**config.mk**
```make
export PLATFORM = sky130hd
export DESIGN_NAME = orpd_outq
export DESIGN_NICKNAME = d
export VERILOG_FILES = /design/src/hw/rtl/orpd_pkg.sv /design/src/hw/rtl/orpd_outq.sv
export SDC_FILE = /design/constraint.sdc
export NUM_CORES = 1
export LEC_CHECK = 0
export ABC_AREA = 1
export BUFFER_PORTS_ARGS = -buffer_cell sky130_fd_sc_hd__clkbuf_2
export CAP_MARGIN = 15
export CORE_UTILIZATION = 41
export CTS_BUF_LIST = sky130_fd_sc_hd__clkbuf_4 sky130_fd_sc_hd__clkbuf_8
export DETAILED_ROUTE_END_ITERATION = 8
export GPL_TIMING_DRIVEN = 0
export PLACE_DENSITY = 0.67
export SLEW_MARGIN = 20
export SYNTH_ARGS = -nofsm -noshare
export SYNTH_HDL_FRONTEND = slang
export SYNTH_SLANG_ARGS = --single-unit
```
**constraint.sdc**
```tcl
create_clock -name clk_i -period 6 [get_ports clk_i]
set_input_delay 1.2 -clock clk_i [delete_from_list [all_inputs] [get_ports clk_i]]
set_output_delay 1.2 -clock clk_i [all_outputs]
set_load 0.02 [all_outputs]
```
**src/hw/rtl/orpd_pkg.sv**
```systemverilog
`timescale 1ns / 1ps
// ----------------------------------------------------------------------------
// orpd_pkg
// Shared types, constants and arithmetic helpers of the 3x3 outlier filter.
// ----------------------------------------------------------------------------
package orpd_pkg;

  localparam int LineDepth = 2048;
  localparam int AddrW     = $clog2(LineDepth);
  localparam int ColW      = 11;
  localparam int RowW      = 16;
  localparam int WidthW    = 12;
  localparam int PixW      = 24;
  localparam int CfgIdxW   = 2;
  localparam int CfgDataW  = 16;

  localparam logic [CfgIdxW-1:0] RegFrameWidth  = 2'd0;
  localparam logic [CfgIdxW-1:0] RegFrameHeight = 2'd1;

  localparam logic [WidthW-1:0] WidthReset  = 12'd640;
  localparam logic [RowW-1:0]   HeightReset = 16'd480;

  // Bookkeeping that travels with each pixel through the pipeline.
  typedef struct packed {
    logic [RowW-1:0] row;
    logic [ColW-1:0] col;
    logic            inner;
    logic            emit_a;   // pixel (row-1, col-1)
    logic            emit_b;   // pixel (row-1, col), end of row
    logic            emit_c;   // pixel (row, col), last row
  } desc_t;

  typedef struct packed {
    desc_t           desc;
    logic [PixW-1:0] center;
    logic [PixW-1:0] right;
    logic [PixW-1:0] cur;
    logic [PixW-1:0] mean;
  } pass_t;

  typedef struct packed {
    logic [RowW-1:0] row;
    logic [ColW-1:0] col;
    logic [PixW-1:0] px;
    logic            rep;
    logic            last;
  } result_t;

  // floor(x/3) for x <= 765 by reciprocal multiply.
  function automatic logic [7:0] gray3(input logic [9:0] x);
    logic [18:0] prod;
    prod = 19'(x) * 19'd683;
    return prod[18:11];
  endfunction

  // floor(x/24) for x <= 6120 by reciprocal multiply.
  function automatic logic [7:0] div24(input logic [12:0] x);
    logic [23:0] prod;
    prod = 24'(x) * 24'd2731;
    return prod[23:16];
  endfunction

endpackage

```
**src/hw/rtl/orpd_outq.sv**
```systemverilog
`timescale 1ns / 1ps
// ----------------------------------------------------------------------------
// orpd_outq
// Holds the up to three results of one item and hands them out in order.
// ----------------------------------------------------------------------------
module orpd_outq import orpd_pkg::*; (
  input  logic    clk_i,
  input  logic    rst_ni,
  input  logic    valid_i,
  input  pass_t   pass_i,
  input  logic    rep_i,
  output logic    adv_o,
  output logic    m_valid_o,
  input  logic    m_ready_i,
  output result_t m_res_o
);

  result_t    slot_q [3];
  result_t    slot_d [3];
  logic [2:0] mask_q, mask_d, emit;
  logic [2:0] head;

  always_comb begin
    emit = valid_i ? {pass_i.desc.emit_c, pass_i.desc.emit_b, pass_i.desc.emit_a} : 3'b000;

    slot_d[0].row  = pass_i.desc.row - RowW'(1);
    slot_d[0].col  = pass_i.desc.col - ColW'(1);
    slot_d[0].px   = rep_i ? pass_i.mean : pass_i.center;
    slot_d[0].rep  = rep_i;
    slot_d[0].last = !emit[1] && !emit[2];
    slot_d[1].row  = pass_i.desc.row - RowW'(1);
    slot_d[1].col  = pass_i.desc.col;
    slot_d[1].px   = pass_i.right;
    slot_d[1].rep  = 1'b0;
    slot_d[1].last = !emit[2];
    slot_d[2].row  = pass_i.desc.row;
    slot_d[2].col  = pass_i.desc.col;
    slot_d[2].px   = pass_i.cur;
    slot_d[2].rep  = 1'b0;
    slot_d[2].last = 1'b1;

    head = mask_q & (~mask_q + 3'd1);
    unique case (1'b1)
      head[0]: m_res_o = slot_q[0];
      head[1]: m_res_o = slot_q[1];
      head[2]: m_res_o = slot_q[2];
      default: m_res_o = slot_q[0];
    endcase

    m_valid_o = |mask_q;
    // The pipeline moves when the queue is empty after this cycle.
    adv_o  = (mask_q == '0) || ($onehot(mask_q) && m_ready_i);
    mask_d = (m_valid_o && m_ready_i) ? (mask_q & ~head) : mask_q;
    if (adv_o) begin
      mask_d = emit;
    end
  end

  always_ff @(posedge clk_i or negedge rst_ni) begin
    if (!rst_ni) begin
      mask_q <= '0;
    end else begin
      mask_q <= mask_d;
    end
  end

  always_ff @(posedge clk_i) begin
    if (adv_o) begin
      slot_q <= slot_d;
    end
  end

endmodule

```
-- After elaboration in Yosys (flattened, before gate mapping)
Index checks and enable logic that the tools add are counted.
- ROM bits: 0
- flip-flop bits (word level): 132
- latch bits: 0
- bits of input ports: 132
- memories kept: 0
- output and inout port bits: 55
- RAM bits: 0
- word-level logic and storage cells: 35
- mux-type cells: 5
- shift-type cells: 0
- order comparisons: 0
- equal/unequal tests: 1
- multiply operators: 0
- bitwise operators: 4
- div/mod/pow operators: 0
- $add $sub $neg: 5
- reductions and logical operators: 9
- operators by type and width (kind ; count):
    $pmux W53 S2 ; 1
    $mux W24 ; 1
    $sub A16 B1 Y16 const B ; 1
    $sub A11 B1 Y11 const B ; 1
    $mux W3 ; 3
    $and A3 B3 Y3 ; 2
    $not A3 Y3 ; 2
    $add A3 B1 Y3 const B ; 1
    $logic_and A1 B1 Y1 ; 3
    $logic_not A3 Y1 ; 1
    $reduce_or A3 Y1 ; 1
    $add A1 B1 Y2 ; 1
    $add A2 B1 Y2 ; 1
    $eq A2 B1 Y1 const B ; 1
    $logic_not A1 Y1 ; 2
    $reduce_bool A2 Y1 ; 1
    $logic_or A1 B1 Y1 ; 1

-- Depth between registers and ports, before layout
- word-level depth: 7
- depth in mapped cells: 8
- depth with buffers taken out: 8

-- Worst setup path before layout
OpenSTA, ideal clock, no wires.
- kind: input-to-output
- from: in m_ready_i
- to: out adv_o
- arrival time: 4195 ps
- buffers on the path: 0
- path slack: 605 ps
- required time: 4800 ps
- cell stages on the path: 2
- cells stage by stage: nand3_1 -> nand2_1
- word-level cells in the longest chain between the ends: 2
- RTL lines (item ; line ; text):
    start: declaration ; orpd_outq.sv:14 ; input logic m_ready_i,
    $logic_and A1 B1 Y1 ; orpd_outq.sv:52 ; adv_o = (mask_q == '0) || ($onehot(mask_q) && m_ready_i);
    $logic_or A1 B1 Y1 ; orpd_outq.sv:52 ;
    end: declaration ; orpd_outq.sv:12 ; output logic adv_o,
Every way passes these cells.

-- Worst setup path after layout
- from: reg mask_q[2]
- to: out adv_o
- word-level cells in the longest chain between the ends: 4
- elaborated cells between the ends (all ways): 5
- those cells by class: add/sub (1); eq/ne (1); reduce/logical (3)
- RTL lines (item ; line ; text):
    start: declaration ; orpd_outq.sv:20 ; logic [2:0] mask_q, mask_d, emit;
    start signal: assignment ; orpd_outq.sv:63 ; mask_q <= mask_d;
    $add A2 B1 Y2 (not written as such) ; orpd_outq.sv:52 ;
    $eq A2 B1 Y1 ; orpd_outq.sv:52 ;
    $logic_and A1 B1 Y1 ; orpd_outq.sv:52 ;
    $logic_or A1 B1 Y1 * ; orpd_outq.sv:52 ;
Mark *: on every way between the ends. The rest lies on a longest branch, timed or not.

==> results by group <==
STA
  • Clock Skew: 0.00689 ns
  • Final Hold Fails: 0
  • Rel. slew slack: about 64%
  • Final setup viols: 0
  • FMAX: approximately 260 MHz
  • Final Max Tran Viols: 0
  • Tcrit/Tclk final: ~63%
  • RSZ-0062 raised after global routing: no
  • Slew @ Worst Pin: around 0.54 ns
  • Worst hold margin: about 0.49 ns
  • Crit path time final: around 3.8 ns

Layout
  • Final #Nets: ~840
  • Finished Layout Cells: 897
  • Share of cells above drive strength 1: 35.8%
  • Layout Area Growth over Synthesis: 27.8%
  • # diodes: 0

CTS
  • Post-CTS sizing: 0
  • H-Tree Level Count: 4
  • Clock-pin slew on the worst setup and hold paths: about 0.07 ns
  • Clk Latency, worst-skew pair: 0.43 ns
  • Hold_buf cts: 0
  • TritonCTS Buffers: 17
  • Post-CTS setup buffer count: 0
  • TritonCTS clock tree: done
  • Root buffer selected by CTS: clkbuf_8
  • Num Clock Sinks: 132
  • CTS max path bufs: 2

Synth
  • Post-synthesis cell type count: 24
  • #FFs+latches synth: between 100 and 150
  • Post-synthesis cell count: 502
  • Synth warn: 0
  • Sequential area share after synthesis: between 60% and 70%
  • Syn avg cell area: approximately 11 µm²
  • Synthesized area: approximately 5700 µm²
  • Post-Syn Nets: approximately 640

Drt
  • DR pass1 iterations: 6
  • Wirelength, routed: roughly 13000 µm
  • Drt wl/cell: roughly 15 µm
  • Remaining antenna violation count after routing: 0
  • Residual DRC: 0
  • Via/cell ratio: roughly 4.7
  • Via count: 4207
  • Starting DRC count in detailed routing: 240

Floorplanning
  • I/O Pins: 187
  • Row cnt: 42
  • Die width: ~120 µm
  • Chip height: around 120 µm
  • Initial core utilization: about 43%
  • Die area: approximately 14000 µm²
  • Core Region: approximately 13000 µm²

Placed design
  • Placed cells: just under 900
  • Final HPWL DP: approximately 9600 µm
  • GPL Wtd Cong: approximately 0.85
  • Number of port buffers: ~190

Setup path
  • Reg2reg start: mask_q[2]
  • Number of cells on the worst reg-to-reg path: 6
  • Cell mode on critical path: inv_1
  • Req. time, crit path: 4.80 ns
  • Reg2Reg Setup Slack: 3.71 ns
  • R2r endpoint: slot_q[15]
  • CP Capture Type: output port
  • Crit path DAT: roughly 2.6 ns
  • CP max stage delay: 0.44 ns
  • Worst-path fanout max: 52
  • Delay-heaviest family, CP: buffers and inverters
  • CP Buf/Inv Count: 4
  • Critical-path cell list: inv_1 -> fa_1 -> inv_1 -> nand3_1 -> nand2_4 -> buf_16 -> clkbuf_2
  • Startpoint Class: register
  • WS Path Type: reg -> out
  • CP max-delay cell: fa_1

Global routing
  • Grt ovf: 0
  • Vias in the first global route: about 4000
  • Initial antenna violation count: 0
  • First-pass GRT wire length: just over 20000 µm
  • Tot GR Track Use: between 10% and 20%
  • Largest net degree at the start of global routing: 56

Min path
  • Hold Startpoint: mask_q[1]
  • HP Class: reg -> reg
  • Worst Hold Path EP: mask_q[1]
  • Number of cells on the worst hold path: 2

Power
  • Worst vdd ir: about 260 µV
  • PwrDens: 594 nW/µm²
  • Pleak: 0.00332 µW

Run status
  • Status: complete, no violations

Job
  • Maxcap violations: 0
## layout by cell type (no fill, tap or decap)
cell	count
nor2_4	1
inv_1	22
mux2_2	24
nand2_1	210
nor2_2	2
bufinv_16	3
and2_1	1
dfrtp_1	3
buf_4	1
clkinv_2	4
nand3_1	36
o21ai_0	3
inv_2	2
clkinvlp_4	2
nand3b_1	5
or2_2	1
nor2_1	30
buf_16	2
clkbuf_4	2
clkbuf_8	17
nand2_4	1
xnor2_1	5
clkbuf_2	185
buf_1	1
buf_6	3
clkinv_1	4
o211ai_1	1
edfxtp_1	129
ha_1	2
buf_2	8
xor2_1	8
fa_1	1
clkbuf_1	2
## layer usage
metal / track usage (%) / up-vias / part of all wire [%]
met5: 0 / - / 0
met4: 7.41 / 0 / 1.4
met3: 5.85 / 14 / 8.1
met2: 30.7 / 161 / 48
met1: 23.8 / 1933 / 43
li1: - / 2099 / -
## cell families after synthesis
family	after synthesis	share of synthesized area (%)
adders and majority gates	3	0.784
and+or+nand+nor	287	20.2
DFF	132	68.8
AOI/OAI and AO/OA	4	0.392
muxes	24	4.71
xor gates and xnor gates	13	1.98
buffers and inverters	39	3.18
## worst register-to-register path, delay by kind of cell, from the launching register on
kind | cells | cell delay (ns)
simple gates | 2 | 0.56
buf+inv | 3 | 0.55
fa+ha+maj | 1 | 0.44
flops | 1 | 0.39
## stage by stage
stage          instance area (µm²)  worst slack [ns]  total power, µW  utilization (%)  setup TNS (ns)
2_1_floorplan                 5740             0.605             3050                -               0
3_3_place_gp                  6890             -1.01             3260             51.2           -1.01
3_5_place_dp                  6950              2.34             3680             51.7               0
4_1_cts                       7340              2.14             4420             54.6               0
5_1_grt                       7340              2.01             4650             54.6               0
6_report                      7340              2.19             4360             54.6               0
## report_power, final
group	total [µW]	switching [µW]	leakage [µW]	internal (µW)
Sequential	1800	120	0.00131	1680
Combinational	1820	1290	0.00181	538
Clock	733	322	0.000196	411
## flip-flops by register name (all words and copies together), names as in the netlist
signal / cells
mask_q: 3
slot_q: 129
## worst max path at each step
stage	slack [ns]	start	endpoint	depth (start not counted)
2_1_floorplan	0.61	m_ready_i	adv_o	2
3_3_place_gp	-1.01	m_ready_i	adv_o	4
3_5_place_dp	2.34	m_ready_i	adv_o	5
4_1_cts	2.14	mask_q[2]	adv_o	7
5_1_grt	2.01	mask_q[2]	adv_o	7
6_report	2.19	mask_q[2]	adv_o	7
## synth_stat cells
cell      instances  area share, %
nand2_1         211             14
ha_1              2           0.44
xnor2_1           5           0.76
o21ai_0           3           0.26
dfrtp_1           3            1.3
mux2_2           24            4.7
or2_2             1           0.11
nor2_2            2           0.22
fa_1              1           0.35
buf_2             8           0.70
nor2_1           30            2.0
edfxtp_1        129             67
inv_2             2           0.13
and2_1            1           0.11
inv_1            22            1.4
nand3_1          36            3.1
xor2_1            8            1.2
buf_6             3           0.59
clkbuf_1          2           0.13
nand3b_1          5           0.65
nor2_4            1           0.20
buf_4             1           0.13
o211ai_1          1           0.13
buf_1             1          0.065
## final cells by class
type / count / area (µm²)
multi-input combinational: 331 / 1620
sequential: 132 / 3950
tap: 176 / 220
inverter: 24 / 90.1
fill: 1210 / 6110
clock inverter: 13 / 140
timing repair buffer: 187 / 981
clock buffer: 19 / 249
buffer: 15 / 92.6
Note: power is estimated with default switching activity, not from simulation.
